[config.mk]
export PLATFORM = sky130hd
export DESIGN_NAME = multi_axis_pid_position_loop
export DESIGN_NICKNAME = d
export VERILOG_FILES = /design/src/sv/mapid_pkg.sv /design/src/sv/mapid_mul.sv /design/src/sv/mapid_cfg.sv /design/src/sv/multi_axis_pid_position_loop.sv
export SDC_FILE = /design/constraint.sdc
export NUM_CORES = 2
export LEC_CHECK = 0
export ABC_AREA = 1
export ABC_CLOCK_PERIOD_IN_PS = 10700
export BUFFER_PORTS_ARGS = -buffer_cell sky130_fd_sc_hd__buf_2
export CORE_MARGIN = 2
export CORE_UTILIZATION = 45
export DETAILED_ROUTE_END_ITERATION = 10
export PLACE_DENSITY_LB_ADDON = 0.2
export SKIP_LAST_GASP = 1
export SYNTH_ARGS = -nofsm -noshare
export SYNTH_HDL_FRONTEND = slang
export SYNTH_SLANG_ARGS = --single-unit
[constraint.sdc]
create_clock -name clk -period 10.7 [get_ports clk]
set_clock_uncertainty 0.15 [all_clocks]
set_input_delay 3.21 -clock clk [delete_from_list [all_inputs] [get_ports clk]]
set_output_delay 3.21 -clock clk [all_outputs]
set_load 0.01 [all_outputs]
[src/sv/mapid_pkg.sv]
// Shared types and constants for the multi-axis PID position loop.
// No dependencies; imported by every module of the block.
package mapid_pkg;

    // register indexes on the configuration port (byte address = 4 * index)
    localparam logic [2:0] REG_GAIN_P         = 3'd0;
    localparam logic [2:0] REG_GAIN_I         = 3'd1;
    localparam logic [2:0] REG_GAIN_D         = 3'd2;
    localparam logic [2:0] REG_STEP_PERIOD    = 3'd3;
    localparam logic [2:0] REG_INTEGRAL_LIMIT = 3'd4;
    localparam logic [2:0] REG_ACCURACY_BAND  = 3'd5;

    localparam logic [15:0] GAIN_P_RST         = 16'd256;
    localparam logic [15:0] GAIN_I_RST         = 16'd0;
    localparam logic [15:0] GAIN_D_RST         = 16'd0;
    localparam logic [15:0] STEP_PERIOD_RST    = 16'd655;
    localparam logic [30:0] INTEGRAL_LIMIT_RST = 31'd655360;
    localparam logic [30:0] ACCURACY_BAND_RST  = 31'd6554;

    // integral separation: 10 degrees in Q15.16
    localparam logic signed [32:0] SEP_LIMIT = 33'sd655360;

    // shared multiplier operand and product widths
    localparam int MUL_A_W = 33;
    localparam int MUL_B_W = 17;
    localparam int PROD_W  = MUL_A_W + MUL_B_W;
    localparam int ACC_W   = PROD_W + 2;

    typedef struct packed {
        logic [15:0] gain_p;
        logic [15:0] gain_i;
        logic [15:0] gain_d;
        logic [15:0] step_period;
        logic [30:0] integral_limit;
        logic [30:0] accuracy_band;
    } mapid_cfg_t;

    typedef enum logic [3:0] {
        S_IDLE,
        S_ERR,
        S_BAND,
        S_IMUL,
        S_IADD,
        S_ICLAMP,
        S_MULP,
        S_MULI,
        S_MULD,
        S_ACCD,
        S_SAT,
        S_DONE
    } mapid_state_t;

endpackage

[src/sv/mapid_mul.sv]
// Shared signed multiplier with registered product.
// Depends on mapid_pkg for operand widths.
module mapid_mul
(
    input  logic                                  clk,
    input  logic signed [mapid_pkg::MUL_A_W-1:0]  a,
    input  logic signed [mapid_pkg::MUL_B_W-1:0]  b,
    output logic signed [mapid_pkg::PROD_W-1:0]   prod
);
    import mapid_pkg::*;

    logic signed [PROD_W-1:0] prod_reg;
    logic signed [PROD_W-1:0] prod_next;

    assign prod_next = PROD_W'(a) * PROD_W'(b);

    always_ff @(posedge clk)
    begin
        prod_reg <= prod_next;
    end

    assign prod = prod_reg;

endmodule

[src/sv/mapid_cfg.sv]
// APB-style register file holding gains, step, integral clamp and band.
// Depends on mapid_pkg for register indexes, reset values and mapid_cfg_t.
module mapid_cfg
(
    input  logic                    clk,
    input  logic                    rst_n,
    input  logic                    psel,
    input  logic                    penable,
    input  logic                    pwrite,
    input  logic [4:0]              paddr,
    input  logic [31:0]             pwdata,
    output logic [31:0]             prdata,
    output logic                    pready,
    output mapid_pkg::mapid_cfg_t   cfg
);
    import mapid_pkg::*;

    mapid_cfg_t cfg_reg;
    mapid_cfg_t cfg_next;
    logic [2:0] index;
    logic       wr_en;

    assign index  = paddr[4:2];
    assign wr_en  = psel && penable && pwrite;
    assign pready = 1'b1;

    always_comb
    begin
        cfg_next = cfg_reg;
        if (wr_en)
        begin
            case (index)
                REG_GAIN_P:         cfg_next.gain_p         = pwdata[15:0];
                REG_GAIN_I:         cfg_next.gain_i         = pwdata[15:0];
                REG_GAIN_D:         cfg_next.gain_d         = pwdata[15:0];
                REG_STEP_PERIOD:    cfg_next.step_period    = pwdata[15:0];
                REG_INTEGRAL_LIMIT: cfg_next.integral_limit = pwdata[30:0];
                REG_ACCURACY_BAND:  cfg_next.accuracy_band  = pwdata[30:0];
                default:            cfg_next = cfg_reg;
            endcase
        end
    end

    always_comb
    begin
        case (index)
            REG_GAIN_P:         prdata = {16'd0, cfg_reg.gain_p};
            REG_GAIN_I:         prdata = {16'd0, cfg_reg.gain_i};
            REG_GAIN_D:         prdata = {16'd0, cfg_reg.gain_d};
            REG_STEP_PERIOD:    prdata = {16'd0, cfg_reg.step_period};
            REG_INTEGRAL_LIMIT: prdata = {1'b0, cfg_reg.integral_limit};
            REG_ACCURACY_BAND:  prdata = {1'b0, cfg_reg.accuracy_band};
            default:            prdata = 32'd0;
        endcase
    end

    always_ff @(posedge clk or negedge rst_n)
    begin
        if (!rst_n)
        begin
            cfg_reg.gain_p         <= GAIN_P_RST;
            cfg_reg.gain_i         <= GAIN_I_RST;
            cfg_reg.gain_d         <= GAIN_D_RST;
            cfg_reg.step_period    <= STEP_PERIOD_RST;
            cfg_reg.integral_limit <= INTEGRAL_LIMIT_RST;
            cfg_reg.accuracy_band  <= ACCURACY_BAND_RST;
        end
        else
        begin
            cfg_reg <= cfg_next;
        end
    end

    assign cfg = cfg_reg;

endmodule

[src/sv/multi_axis_pid_position_loop.sv]
// Multi-axis PID position loop: one beat in, one beat out, single shared multiplier.
// The integral update adds states inside the integration window; an axis number out of range
// goes from the error state straight to the result.
// One item at a time: the input stalls until the result is registered.
// A stalled output holds the finished item in S_DONE.
// Reset loads the register defaults and clears every axis integral and previous error.
module multi_axis_pid_position_loop
#(
    parameter int AXES = 6
)
(
    input  logic               clk,
    input  logic               rst_n,
    input  logic               psel,
    input  logic               penable,
    input  logic               pwrite,
    input  logic [4:0]         paddr,
    input  logic [31:0]        pwdata,
    output logic [31:0]        prdata,
    output logic               pready,
    input  logic               in_valid,
    output logic               in_stall,
    input  logic [2:0]         axis,
    input  logic signed [31:0] target_angle,
    input  logic signed [31:0] measured_angle,
    input  logic [30:0]        speed_limit,
    output logic               out_valid,
    input  logic               out_stall,
    output logic [2:0]         axis_out,
    output logic signed [31:0] speed_command,
    output logic               stop_axis
);
    import mapid_pkg::*;

    localparam int AXW = (AXES > 1) ? $clog2(AXES) : 1;

    mapid_cfg_t cfg;

    mapid_cfg u_cfg
    (
        .clk     (clk),
        .rst_n   (rst_n),
        .psel    (psel),
        .penable (penable),
        .pwrite  (pwrite),
        .paddr   (paddr),
        .pwdata  (pwdata),
        .prdata  (prdata),
        .pready  (pready),
        .cfg     (cfg)
    );

    mapid_state_t state_reg, state_next;

    logic [2:0]               axis_reg, axis_next;
    logic signed [31:0]       tgt_reg, tgt_next;
    logic signed [31:0]       meas_reg, meas_next;
    logic [30:0]              sl_reg, sl_next;
    logic signed [31:0]       e_reg, e_next;
    logic signed [31:0]       last_reg, last_next;
    logic signed [31:0]       integ_reg, integ_next;
    logic signed [33:0]       isum_reg, isum_next;
    logic signed [ACC_W-1:0]  accum_reg, accum_next;
    logic signed [31:0]       u_reg, u_next;
    logic                     stop_reg, stop_next;

    logic                     out_valid_reg, out_valid_next;
    logic [2:0]               axis_out_reg, axis_out_next;
    logic signed [31:0]       speed_reg, speed_next;
    logic                     stop_out_reg, stop_out_next;

    logic signed [31:0]       integ_mem_reg [AXES];
    logic signed [31:0]       prev_mem_reg [AXES];
    logic                     integ_we;
    logic                     prev_we;

    logic signed [MUL_A_W-1:0] mul_a;
    logic signed [MUL_B_W-1:0] mul_b;
    logic signed [PROD_W-1:0]  prod;

    mapid_mul u_mul
    (
        .clk  (clk),
        .a    (mul_a),
        .b    (mul_b),
        .prod (prod)
    );

    // per-axis index
    logic [31:0]    axis_wide;
    logic [AXW-1:0] idx;
    logic           in_range;

    assign axis_wide = 32'(axis_reg);
    assign idx       = axis_wide[AXW-1:0];
    assign in_range  = axis_wide < AXES;

    // error with saturation to 32 bits
    logic signed [32:0] diff33;
    logic signed [31:0] err_sat;
    assign diff33  = {tgt_reg[31], tgt_reg} - {meas_reg[31], meas_reg};
    assign err_sat = (diff33[32] != diff33[31])
                   ? (diff33[32] ? 32'sh8000_0000 : 32'sh7fff_ffff)
                   : diff33[31:0];

    // band and integration window checks
    logic signed [32:0] e33;
    logic signed [32:0] band33;
    logic               in_band;
    logic               in_window;
    assign e33       = {e_reg[31], e_reg};
    assign band33    = {2'b00, cfg.accuracy_band};
    assign in_band   = (e33 > -band33) && (e33 < band33);
    assign in_window = in_band || ((e33 > -SEP_LIMIT) && (e33 < SEP_LIMIT));

    // integral clamp
    logic signed [33:0] lim34;
    logic signed [33:0] isum_clamped;
    assign lim34        = {3'b000, cfg.integral_limit};
    assign isum_clamped = (isum_reg > lim34) ? lim34
                        : ((isum_reg < -lim34) ? -lim34 : isum_reg);

    // output saturation, floor shift by 8 is an arithmetic shift
    logic signed [ACC_W-9:0] u_shift;
    logic signed [ACC_W-9:0] sl_wide;
    logic signed [ACC_W-9:0] u_sat;
    logic signed [ACC_W-1:0] prod_ext;
    assign u_shift  = accum_reg[ACC_W-1:8];
    assign sl_wide  = (ACC_W-8)'(sl_reg);
    assign u_sat    = (u_shift >= sl_wide) ? sl_wide
                    : ((u_shift < -sl_wide) ? -sl_wide : u_shift);
    assign prod_ext = {{(ACC_W-PROD_W){prod[PROD_W-1]}}, prod};

    // multiplier operand select
    always_comb
    begin
        case (state_reg)
            S_IMUL:
            begin
                mul_a = {e_reg[31], e_reg};
                mul_b = {1'b0, cfg.step_period};
            end
            S_MULI:
            begin
                mul_a = {integ_reg[31], integ_reg};
                mul_b = {1'b0, cfg.gain_i};
            end
            S_MULD:
            begin
                mul_a = {e_reg[31], e_reg} - {last_reg[31], last_reg};
                mul_b = {1'b0, cfg.gain_d};
            end
            default:
            begin
                mul_a = {e_reg[31], e_reg};
                mul_b = {1'b0, cfg.gain_p};
            end
        endcase
    end

    always_comb
    begin
        state_next     = state_reg;
        axis_next      = axis_reg;
        tgt_next       = tgt_reg;
        meas_next      = meas_reg;
        sl_next        = sl_reg;
        e_next         = e_reg;
        last_next      = last_reg;
        integ_next     = integ_reg;
        isum_next      = isum_reg;
        accum_next     = accum_reg;
        u_next         = u_reg;
        stop_next      = stop_reg;
        out_valid_next = out_valid_reg && out_stall;
        axis_out_next  = axis_out_reg;
        speed_next     = speed_reg;
        stop_out_next  = stop_out_reg;
        integ_we       = 1'b0;
        prev_we        = 1'b0;

        case (state_reg)
            S_IDLE:
            begin
                if (in_valid)
                begin
                    axis_next  = axis;
                    tgt_next   = target_angle;
                    meas_next  = measured_angle;
                    sl_next    = speed_limit;
                    u_next     = 32'sd0;
                    stop_next  = 1'b0;
                    state_next = S_ERR;
                end
            end
            S_ERR:
            begin
                e_next = err_sat;
                if (in_range)
                begin
                    last_next  = prev_mem_reg[idx];
                    integ_next = integ_mem_reg[idx];
                    state_next = S_BAND;
                end
                else
                begin
                    state_next = S_DONE;
                end
            end
            S_BAND:
            begin
                if (in_band)
                begin
                    e_next    = 32'sd0;
                    last_next = 32'sd0;
                    stop_next = 1'b1;
                end
                state_next = in_window ? S_IMUL : S_MULP;
            end
            S_IMUL:
            begin
                state_next = S_IADD;
            end
            S_IADD:
            begin
                // floor(e * step / 2^16) by dropping the low product bits
                isum_next  = {{2{integ_reg[31]}}, integ_reg} + prod[PROD_W-1:16];
                state_next = S_ICLAMP;
            end
            S_ICLAMP:
            begin
                integ_next = isum_clamped[31:0];
                integ_we   = 1'b1;
                state_next = S_MULI;
            end
            S_MULP:
            begin
                state_next = S_MULI;
            end
            S_MULI:
            begin
                accum_next = prod_ext;
                state_next = S_MULD;
            end
            S_MULD:
            begin
                accum_next = accum_reg + prod_ext;
                state_next = S_ACCD;
            end
            S_ACCD:
            begin
                accum_next = accum_reg + prod_ext;
                state_next = S_SAT;
            end
            S_SAT:
            begin
                u_next     = stop_reg ? 32'sd0 : u_sat[31:0];
                prev_we    = 1'b1;
                state_next = S_DONE;
            end
            S_DONE:
            begin
                if (!out_valid_reg || !out_stall)
                begin
                    out_valid_next = 1'b1;
                    axis_out_next  = axis_reg;
                    speed_next     = u_reg;
                    stop_out_next  = stop_reg;
                    state_next     = S_IDLE;
                end
            end
            default:
            begin
                state_next = S_IDLE;
            end
        endcase
    end

    always_ff @(posedge clk or negedge rst_n)
    begin
        if (!rst_n)
        begin
            state_reg     <= S_IDLE;
            out_valid_reg <= 1'b0;
        end
        else
        begin
            state_reg     <= state_next;
            out_valid_reg <= out_valid_next;
        end
    end

    always_ff @(posedge clk)
    begin
        axis_reg     <= axis_next;
        tgt_reg      <= tgt_next;
        meas_reg     <= meas_next;
        sl_reg       <= sl_next;
        e_reg        <= e_next;
        last_reg     <= last_next;
        integ_reg    <= integ_next;
        isum_reg     <= isum_next;
        accum_reg    <= accum_next;
        u_reg        <= u_next;
        stop_reg     <= stop_next;
        axis_out_reg <= axis_out_next;
        speed_reg    <= speed_next;
        stop_out_reg <= stop_out_next;
    end

    // per-axis state, cleared by reset
    always_ff @(posedge clk or negedge rst_n)
    begin
        if (!rst_n)
        begin
            for (int k = 0; k < AXES; k++)
            begin
                integ_mem_reg[k] <= 32'sd0;
                prev_mem_reg[k]  <= 32'sd0;
            end
        end
        else
        begin
            if (integ_we)
            begin
                integ_mem_reg[idx] <= integ_next;
            end
            if (prev_we)
            begin
                prev_mem_reg[idx] <= e_reg;
            end
        end
    end

    assign in_stall      = (state_reg != S_IDLE);
    assign out_valid     = out_valid_reg;
    assign axis_out      = axis_out_reg;
    assign speed_command = speed_reg;
    assign stop_axis     = stop_out_reg;

    // an accepted beat blocks the input until its result is registered
    a_busy_after_accept: assert property (@(posedge clk) disable iff (!rst_n)
        (in_valid && !in_stall) |=> in_stall)
        else $error("input accepted while previous item still in flight");

    a_stop_zero_speed: assert property (@(posedge clk) disable iff (!rst_n)
        (out_valid && stop_axis) |-> (speed_command == 32'sd0))
        else $error("stopped axis with nonzero speed command");

    a_bad_axis_result: assert property (@(posedge clk) disable iff (!rst_n)
        (out_valid && (32'(axis_out) >= AXES)) |-> ((speed_command == 32'sd0) && !stop_axis))
        else $error("out of range axis produced a command");

    a_speed_in_limit: assert property (@(posedge clk) disable iff (!rst_n)
        (state_reg == S_DONE) |->
            ((u_reg <= $signed({1'b0, sl_reg})) && (u_reg >= -$signed({1'b0, sl_reg}))))
        else $error("speed command beyond speed limit");

endmodule

# --- After elaboration in Yosys (flattened, before gate mapping) ---
# Cells that the tools add are included.
word_totals:
  ff_bits: 914
  in_bits: 142
  output_inout_bits: 71
op_classes:
  addsub: 7
  multipliers: 1
  order_cmp: 11
  eq_ne: 21
  n_mux: 41
  bitwise: 1
  reduce_logical: 32
op_table:
  columns: ["op", "n"]
  rows:
  - ["$mux W32", 16]
  - ["$bwmux W192", 2]
  - ["$pmux W32 S2", 4]
  - ["$bmux W32 S3", 2]
  - ["$pmux W31 S6", 1]
  - ["$pmux W52 S2", 1]
  - ["$demux W32 S3", 1]
  - ["$pmux W33 S2", 1]
  - ["$sub A32 B32 Y33", 2]
  - ["$add A52 B50 Y52", 1]
  - ["$mul A33 B17 Y50", 1]
  - ["$pmux W16 S3", 1]
  - ["$ge A44 B32 Y1", 1]
  - ["$lt A44 B44 Y1", 1]
  - ["$neg A31 Y44", 1]
  - ["$pmux W4 S11", 1]
  - ["$add A34 B34 Y34", 1]
  - ["$gt A34 B32 Y1", 1]
  - ["$lt A34 B34 Y1", 1]
  - ["$neg A31 Y34", 1]
  - ["$gt A32 B33 Y1", 1]
  - ["$neg A31 Y33", 1]
  - ["$gt A32 B21 Y1 const B", 1]
  - ["$lt A32 B21 Y1 const B", 1]
  - ["28 further kinds", 69]

# --- Depth between registers and ports, before layout ---
depth:
  ltp_word: 7
  depth_mapped: 41
  ltp_nobuf: 40

# --- By module ---
# A second synthesis with hierarchy kept.
hier_totals:
  hier_cells: 9676
  area_unflattened_um2: 75493.7
modules_own_cells:
  columns: ["module", "n_inst", "cells_per_inst", "area_each_um2", "seq_area_each_um2"]
  rows:
  - ["multi_axis_pid_position_loop", 1, 5949, 47212.8, 19894.1]
  - ["mapid_mul", 1, 2958, 22151.2, 1001.0]
  - ["mapid_cfg", 1, 769, 6129.6, 3173.0]

# --- Worst setup path before layout ---
# OpenSTA, ideal clock, no wires.
synth_timing:
  path_type: "input port to flip-flop"
  from: "input port in_valid"
  to: "register axis_reg[0], enable pin"
  arrival_ns: 7.322
  setup_slack_ns: 2.672
  path_stages: 2
  n_path_buf: 0
  path_cell_list: "inv_1 -> nor2_1"
synth_between:
  elab_chain_cells: 1
synth_lines:
  columns: ["element", "line", "text"]
  rows:
  - ["from (decl)", "multi_axis_pid_position_loop.sv:21", "input logic in_valid,"]
  - ["$reduce_and A2 Y1 (no source line)", null, null]
  - ["to (signal assigned)", "multi_axis_pid_position_loop.sv:295", "axis_reg <= axis_next;"]
  - ["to (decl)", "multi_axis_pid_position_loop.sv:55", "logic [2:0] axis_reg, axis_next;"]
# Every way passes these cells.
# A chain may end at the register's enable or synchronous reset.

# --- Final worst setup path ---
layout_timing:
  from: "register state_reg[2]"
  to: "register u_mul.prod_reg[48] (netlist: u_mul.prod[48])"
layout_between:
  elab_chain_cells: 3
  elab_cells_between_ends: 6
  cone_classes: "mul (1); eq/ne (3); mux (2)"
layout_lines:
  columns: ["element", "line", "text"]
  rows:
  - ["from (decl)", "multi_axis_pid_position_loop.sv:53", "mapid_state_t state_reg, state_next;"]
  - ["from (signal assigned)", "multi_axis_pid_position_loop.sv:288", "state_reg <= state_next;"]
  - ["$eq A4 B4 Y1, or another cell as far along", "multi_axis_pid_position_loop.sv:137", "case (state_reg)"]
  - ["$pmux W16 S3 / $pmux W33 S2 (equally long branches)", "multi_axis_pid_position_loop.sv:137", null]
  - ["$mul A33 B17 Y50 (*)", "mapid_mul.sv:15", "assign prod_next = PROD_W'(a) * PROD_W'(b);"]
  - ["via u_mul.prod_next[48]", "mapid_mul.sv:13", "logic signed [PROD_W-1:0] prod_next;"]
  - ["to (signal assigned)", "mapid_mul.sv:19", "prod_reg <= prod_next;"]
  - ["to (decl)", "mapid_mul.sv:12", "logic signed [PROD_W-1:0] prod_reg;"]
# The timed path passes the listed nets; every way through them passes the cells marked *.

==> impl_results.html <==
<table>
<tr><th>Metric</th><th>Value</th></tr>
<tr><th colspan="2">Logic synthesis</th></tr>
<tr><td>Leading register cell type out of synthesis</td><td>sky130_fd_sc_hd__dfrtp_1</td></tr>
<tr><td>Net count after synthesis</td><td>10200</td></tr>
<tr><td>Netlist area before placement</td><td>0.0728 mm^2</td></tr>
<tr><td>Synthesis warning total</td><td>0</td></tr>
<tr><td>Number of distinct library cells after synthesis</td><td>67</td></tr>
<tr><td>Share of the synthesized area in the top cell type</td><td>0.172</td></tr>
<tr><td>Count of flip-flops with a built-in enable after synthesis</td><td>317</td></tr>
<tr><td>Synthesized area divided by synthesized cell count</td><td>roughly 8.0 um^2</td></tr>
<tr><td>Top area cells in the synthesized netlist</td><td>sky130_fd_sc_hd__dfrtp_1, sky130_fd_sc_hd__fa_1, sky130_fd_sc_hd__edfxtp_1, sky130_fd_sc_hd__nand2_1, sky130_fd_sc_hd__ha_1</td></tr>
<tr><td>Register area share after synthesis</td><td>0.331</td></tr>
<tr><td>Cell type with the highest aggregate area in the netlist</td><td>sky130_fd_sc_hd__dfrtp_1</td></tr>
<tr><td>Synth Register Bits</td><td>about 910</td></tr>
<tr><td>Async set or reset register ratio after synthesis</td><td>0.563</td></tr>
<tr><td>Number of standard cells after synthesis</td><td>between 9000 and 10000</td></tr>
<tr><th colspan="2">Worst setup path</th></tr>
<tr><td>Required time worst endpoint</td><td>between 10000 and 15000 ps</td></tr>
<tr><td>Crit Path Category</td><td>register to register</td></tr>
<tr><td>CP Max Fanout</td><td>33</td></tr>
<tr><td>Worst EP arrival</td><td>roughly 10000 ps</td></tr>
<tr><td>Critical-path cell with the highest stage delay</td><td>sky130_fd_sc_hd__fa_1</td></tr>
<tr><td>CP Capture Type</td><td>register</td></tr>
<tr><td>Cell repeated most along the worst path</td><td>sky130_fd_sc_hd__fa_1</td></tr>
<tr><td>Maximum cell stage delay along the critical path</td><td>a little over 900 ps</td></tr>
<tr><td>Critical Path Start Type</td><td>register</td></tr>
<tr><th colspan="2">Place</th></tr>
<tr><td>Total placed instance area</td><td>~0.076 mm^2</td></tr>
<tr><td>Global placer's final weighted congestion</td><td>between 0.9 and 1</td></tr>
<tr><td>Buffers added on ports</td><td>a little over 200</td></tr>
<tr><td>Detailed placer's ending HPWL</td><td>193000 um</td></tr>
<tr><th colspan="2">Clocking</th></tr>
<tr><td>Hold buffers post-CTS</td><td>0</td></tr>
<tr><td>Cells resized by post-CTS repair</td><td>0</td></tr>
<tr><td>Number of post-CTS setup repair buffers</td><td>0</td></tr>
<tr><td>Clk sink count</td><td>about 910</td></tr>
<tr><td>CTS Buffer Depth</td><td>3</td></tr>
<tr><td>TritonCTS clock tree</td><td>built</td></tr>
<tr><td>Skew-Pair Late Insertion Delay</td><td>about 800 ps</td></tr>
<tr><td>Clock tree root driver cell</td><td>sky130_fd_sc_hd__clkbuf_16</td></tr>
<tr><td>Clock transition time at the flip-flop clock pins of the worst setup and hold paths</td><td>~60 ps</td></tr>
<tr><td>CTS HTree Levels</td><td>3</td></tr>
<tr><td>Num CTS Buffers</td><td>102</td></tr>
<tr><th colspan="2">Drt</th></tr>
<tr><td>Average wire per cell in the routed design</td><td>~22 um</td></tr>
<tr><td>Vias per cell</td><td>5.57</td></tr>
<tr><td>First-iteration detailed-routing DRC count</td><td>a little over 6000</td></tr>
<tr><td>Final WL</td><td>~250000 um</td></tr>
<tr><td>DRC Markers</td><td>0</td></tr>
<tr><td>Number of antenna-violating nets in the routed design</td><td>0</td></tr>
<tr><td>Via count</td><td>63800</td></tr>
<tr><td>Number of iterations in the first detailed-routing pass</td><td>7</td></tr>
<tr><th colspan="2">Global routing</th></tr>
<tr><td>Number of global-route vias before repair</td><td>62000</td></tr>
<tr><td>Number of antenna violations at the first check in global routing</td><td>15</td></tr>
<tr><td>Pin count of the biggest net entering global routing</td><td>175</td></tr>
<tr><td>First-pass GRT wire length</td><td>between 300000 and 400000 um</td></tr>
<tr><td>All-Layer GR Usage</td><td>0.307</td></tr>
<tr><td>Total overflow reported by the global router</td><td>0</td></tr>
<tr><th colspan="2">Die</th></tr>
<tr><td>Overall die height</td><td>slightly above 400 um</td></tr>
<tr><td>I/O pin count</td><td>around 210</td></tr>
<tr><td>Placeable core area</td><td>roughly 0.16 mm^2</td></tr>
<tr><td>Die footprint</td><td>about 0.17 mm^2</td></tr>
<tr><td>Initial Utilization</td><td>0.453</td></tr>
<tr><td>Num rows</td><td>~150</td></tr>
<tr><td>Die Width</td><td>approximately 410 um</td></tr>
<tr><th colspan="2">Min path</th></tr>
<tr><td>Worst Hold Class</td><td>register to register</td></tr>
<tr><th colspan="2">STA</th></tr>
<tr><td>Final min period</td><td>~9700 ps</td></tr>
<tr><td>Max-slew headroom</td><td>0.146</td></tr>
<tr><td>Setup violators final</td><td>0</td></tr>
<tr><td>Unrepaired setup endpoints after global routing</td><td>no</td></tr>
<tr><td>Share of the cycle needed by the critical path after routing</td><td>0.907</td></tr>
<tr><td>Final Max Tran Viols</td><td>0</td></tr>
<tr><td>Slew of the pin with the lowest slew margin</td><td>1280 ps</td></tr>
<tr><td>Aggregate negative setup slack</td><td>0 ps</td></tr>
<tr><td>Number of endpoints with negative hold slack in the final report</td><td>0</td></tr>
<tr><td>Timing-limited maximum frequency</td><td>approximately 100 MHz</td></tr>
<tr><th colspan="2">Cells and area</th></tr>
<tr><td>Area Growth Syn to Fin</td><td>9.27%</td></tr>
<tr><td>Number of nets in the final layout</td><td>about 10000</td></tr>
<tr><td>Share of layout cells above drive strength 1</td><td>0.0702</td></tr>
<tr><td>Fill count</td><td>~16000</td></tr>
<tr><td>Final instance area</td><td>0.0795 mm^2</td></tr>
<tr><th colspan="2">Outcome</th></tr>
<tr><td>Outcome</td><td>finished clean</td></tr>
<tr><th colspan="2">Job</th></tr>
<tr><td>Number of max-cap violations</td><td>0</td></tr>
</table>
cells in the mapped netlist (7+ instances only):
cell / n
sky130_fd_sc_hd__nand2_1: 2461
sky130_fd_sc_hd__inv_1: 1320
sky130_fd_sc_hd__nor2_1: 618
sky130_fd_sc_hd__o21ai_0: 585
sky130_fd_sc_hd__nand3_1: 529
sky130_fd_sc_hd__fa_1: 507
sky130_fd_sc_hd__dfrtp_1: 499
sky130_fd_sc_hd__ha_1: 471
sky130_fd_sc_hd__a21oi_1: 401
sky130_fd_sc_hd__edfxtp_1: 317
sky130_fd_sc_hd__clkbuf_1: 176
sky130_fd_sc_hd__xor2_1: 144
sky130_fd_sc_hd__buf_2: 107
sky130_fd_sc_hd__nand4_1: 99
sky130_fd_sc_hd__a22oi_1: 89
sky130_fd_sc_hd__dfxtp_1: 82
sky130_fd_sc_hd__nor3_1: 79
sky130_fd_sc_hd__xnor2_1: 55
sky130_fd_sc_hd__a31oi_1: 45
sky130_fd_sc_hd__a221oi_1: 43
sky130_fd_sc_hd__o22ai_1: 39
sky130_fd_sc_hd__nor4_1: 35
sky130_fd_sc_hd__inv_2: 34
sky130_fd_sc_hd__nand2_2: 33
sky130_fd_sc_hd__o21ai_1: 32
sky130_fd_sc_hd__a21o_1: 31
sky130_fd_sc_hd__o211ai_1: 27
sky130_fd_sc_hd__a41oi_1: 25
sky130_fd_sc_hd__o21bai_1: 19
sky130_fd_sc_hd__nand3b_1: 17
sky130_fd_sc_hd__dfstp_2: 16
sky130_fd_sc_hd__o21a_1: 15
sky130_fd_sc_hd__o21ai_2: 14
sky130_fd_sc_hd__a22o_1: 12
sky130_fd_sc_hd__clkinv_1: 12
sky130_fd_sc_hd__buf_4: 11
sky130_fd_sc_hd__buf_1: 10
sky130_fd_sc_hd__a21boi_0: 8
sky130_fd_sc_hd__nand3_2: 8
sky130_fd_sc_hd__or2_2: 7
routing by layer:
metal | up-vias | routed length [um] | GRT usage
met5 | - | 78 | 0
met4 | 12 | 11500 | 0.124
met3 | 535 | 19900 | 0.0569
met2 | 2500 | 114000 | 0.485
met1 | 31100 | 108000 | 0.416
li1 | 29700 | - | -
area by class of cell:
| type | count | area, um^2 | area share |
|---|---|---|---|
| clock buffers | 141 | 2900 | 0.0365 |
| diodes | 2 | 5.00 | 0.0000629 |
| clock inverters | 51 | 624 | 0.00785 |
| inverters | 1368 | 5140 | 0.0646 |
| multi-input cells | 6519 | 42400 | 0.533 |
| repair buffers | 296 | 1740 | 0.0219 |
| flip-flops and latches | 914 | 24100 | 0.303 |
| well taps | 2160 | 2700 | 0.0340 |
critical path, delay by kind of cell (launching register included):
kind | cells | cell delay [ps]
buffers and inverters | 11 | 1830
AND/OR/NAND/NOR | 9 | 1950
adder cells (fa/ha/maj) | 7 | 4090
flip-flops | 1 | 670
AO/OA/AOI/OAI | 2 | 790
path summary, 6_finish.rpt:
path                                   start                 end  slack, ps  cells past startpoint
min in group asynchronous              rst_n  integ_mem_reg[154]       2230                      1
worst max register to register  state_reg[2]      u_mul.prod[48]       1000                     29
worst min register to register     u_reg[18]   speed_command[18]        260                      0
worst min-delay path               u_reg[18]   speed_command[18]        260                      0
max in group asynchronous              rst_n   prev_mem_reg[111]       6660                      2
worst max-delay path            state_reg[2]      u_mul.prod[48]       1000                     29
per-stage QoR:
| stage | util | setup WS (ps) | hold WS, ps | cells |
|---|---|---|---|---|
| 2_1_floorplan | - | 2670 | 250 | 9111 |
| 3_3_place_gp | 0.473 | 1160 | 251 | 11300 |
| 3_5_place_dp | 0.473 | 1080 | 255 | 11300 |
| 4_1_cts | 0.495 | 1010 | 263 | 11400 |
| 5_1_grt | 0.495 | 495 | 270 | 11500 |
| 6_report | 0.495 | 996 | 265 | 11500 |
placed cells by master (no fill, tap or decap), types with 87 or more instances in the layout:
master                      instances
sky130_fd_sc_hd__clkbuf_16        105
sky130_fd_sc_hd__nand3_1          529
sky130_fd_sc_hd__nand4_1           99
sky130_fd_sc_hd__nand2_1         2454
sky130_fd_sc_hd__xor2_1           144
sky130_fd_sc_hd__edfxtp_1         317
sky130_fd_sc_hd__nor2_1           602
sky130_fd_sc_hd__fa_1             507
sky130_fd_sc_hd__dfrtp_1          499
sky130_fd_sc_hd__ha_1             471
sky130_fd_sc_hd__a22oi_1           89
sky130_fd_sc_hd__buf_2            206
sky130_fd_sc_hd__inv_1           1315
sky130_fd_sc_hd__o21ai_0          583
sky130_fd_sc_hd__buf_4             87
sky130_fd_sc_hd__a21oi_1          399
logic make-up after synthesis:
family	after synthesis	synth area share
flip-flops	914	0.331
other	2	0.000103
XOR/XNOR	199	0.0239
adder cells (fa/ha/maj)	978	0.220
buffers and inverters	1678	0.0897
AO/OA/AOI/OAI	1420	0.113
AND/OR/NAND/NOR	3920	0.223
Power is not shown: default switching activity piles up to over one toggle a cycle in this logic, so the estimate is an artifact.
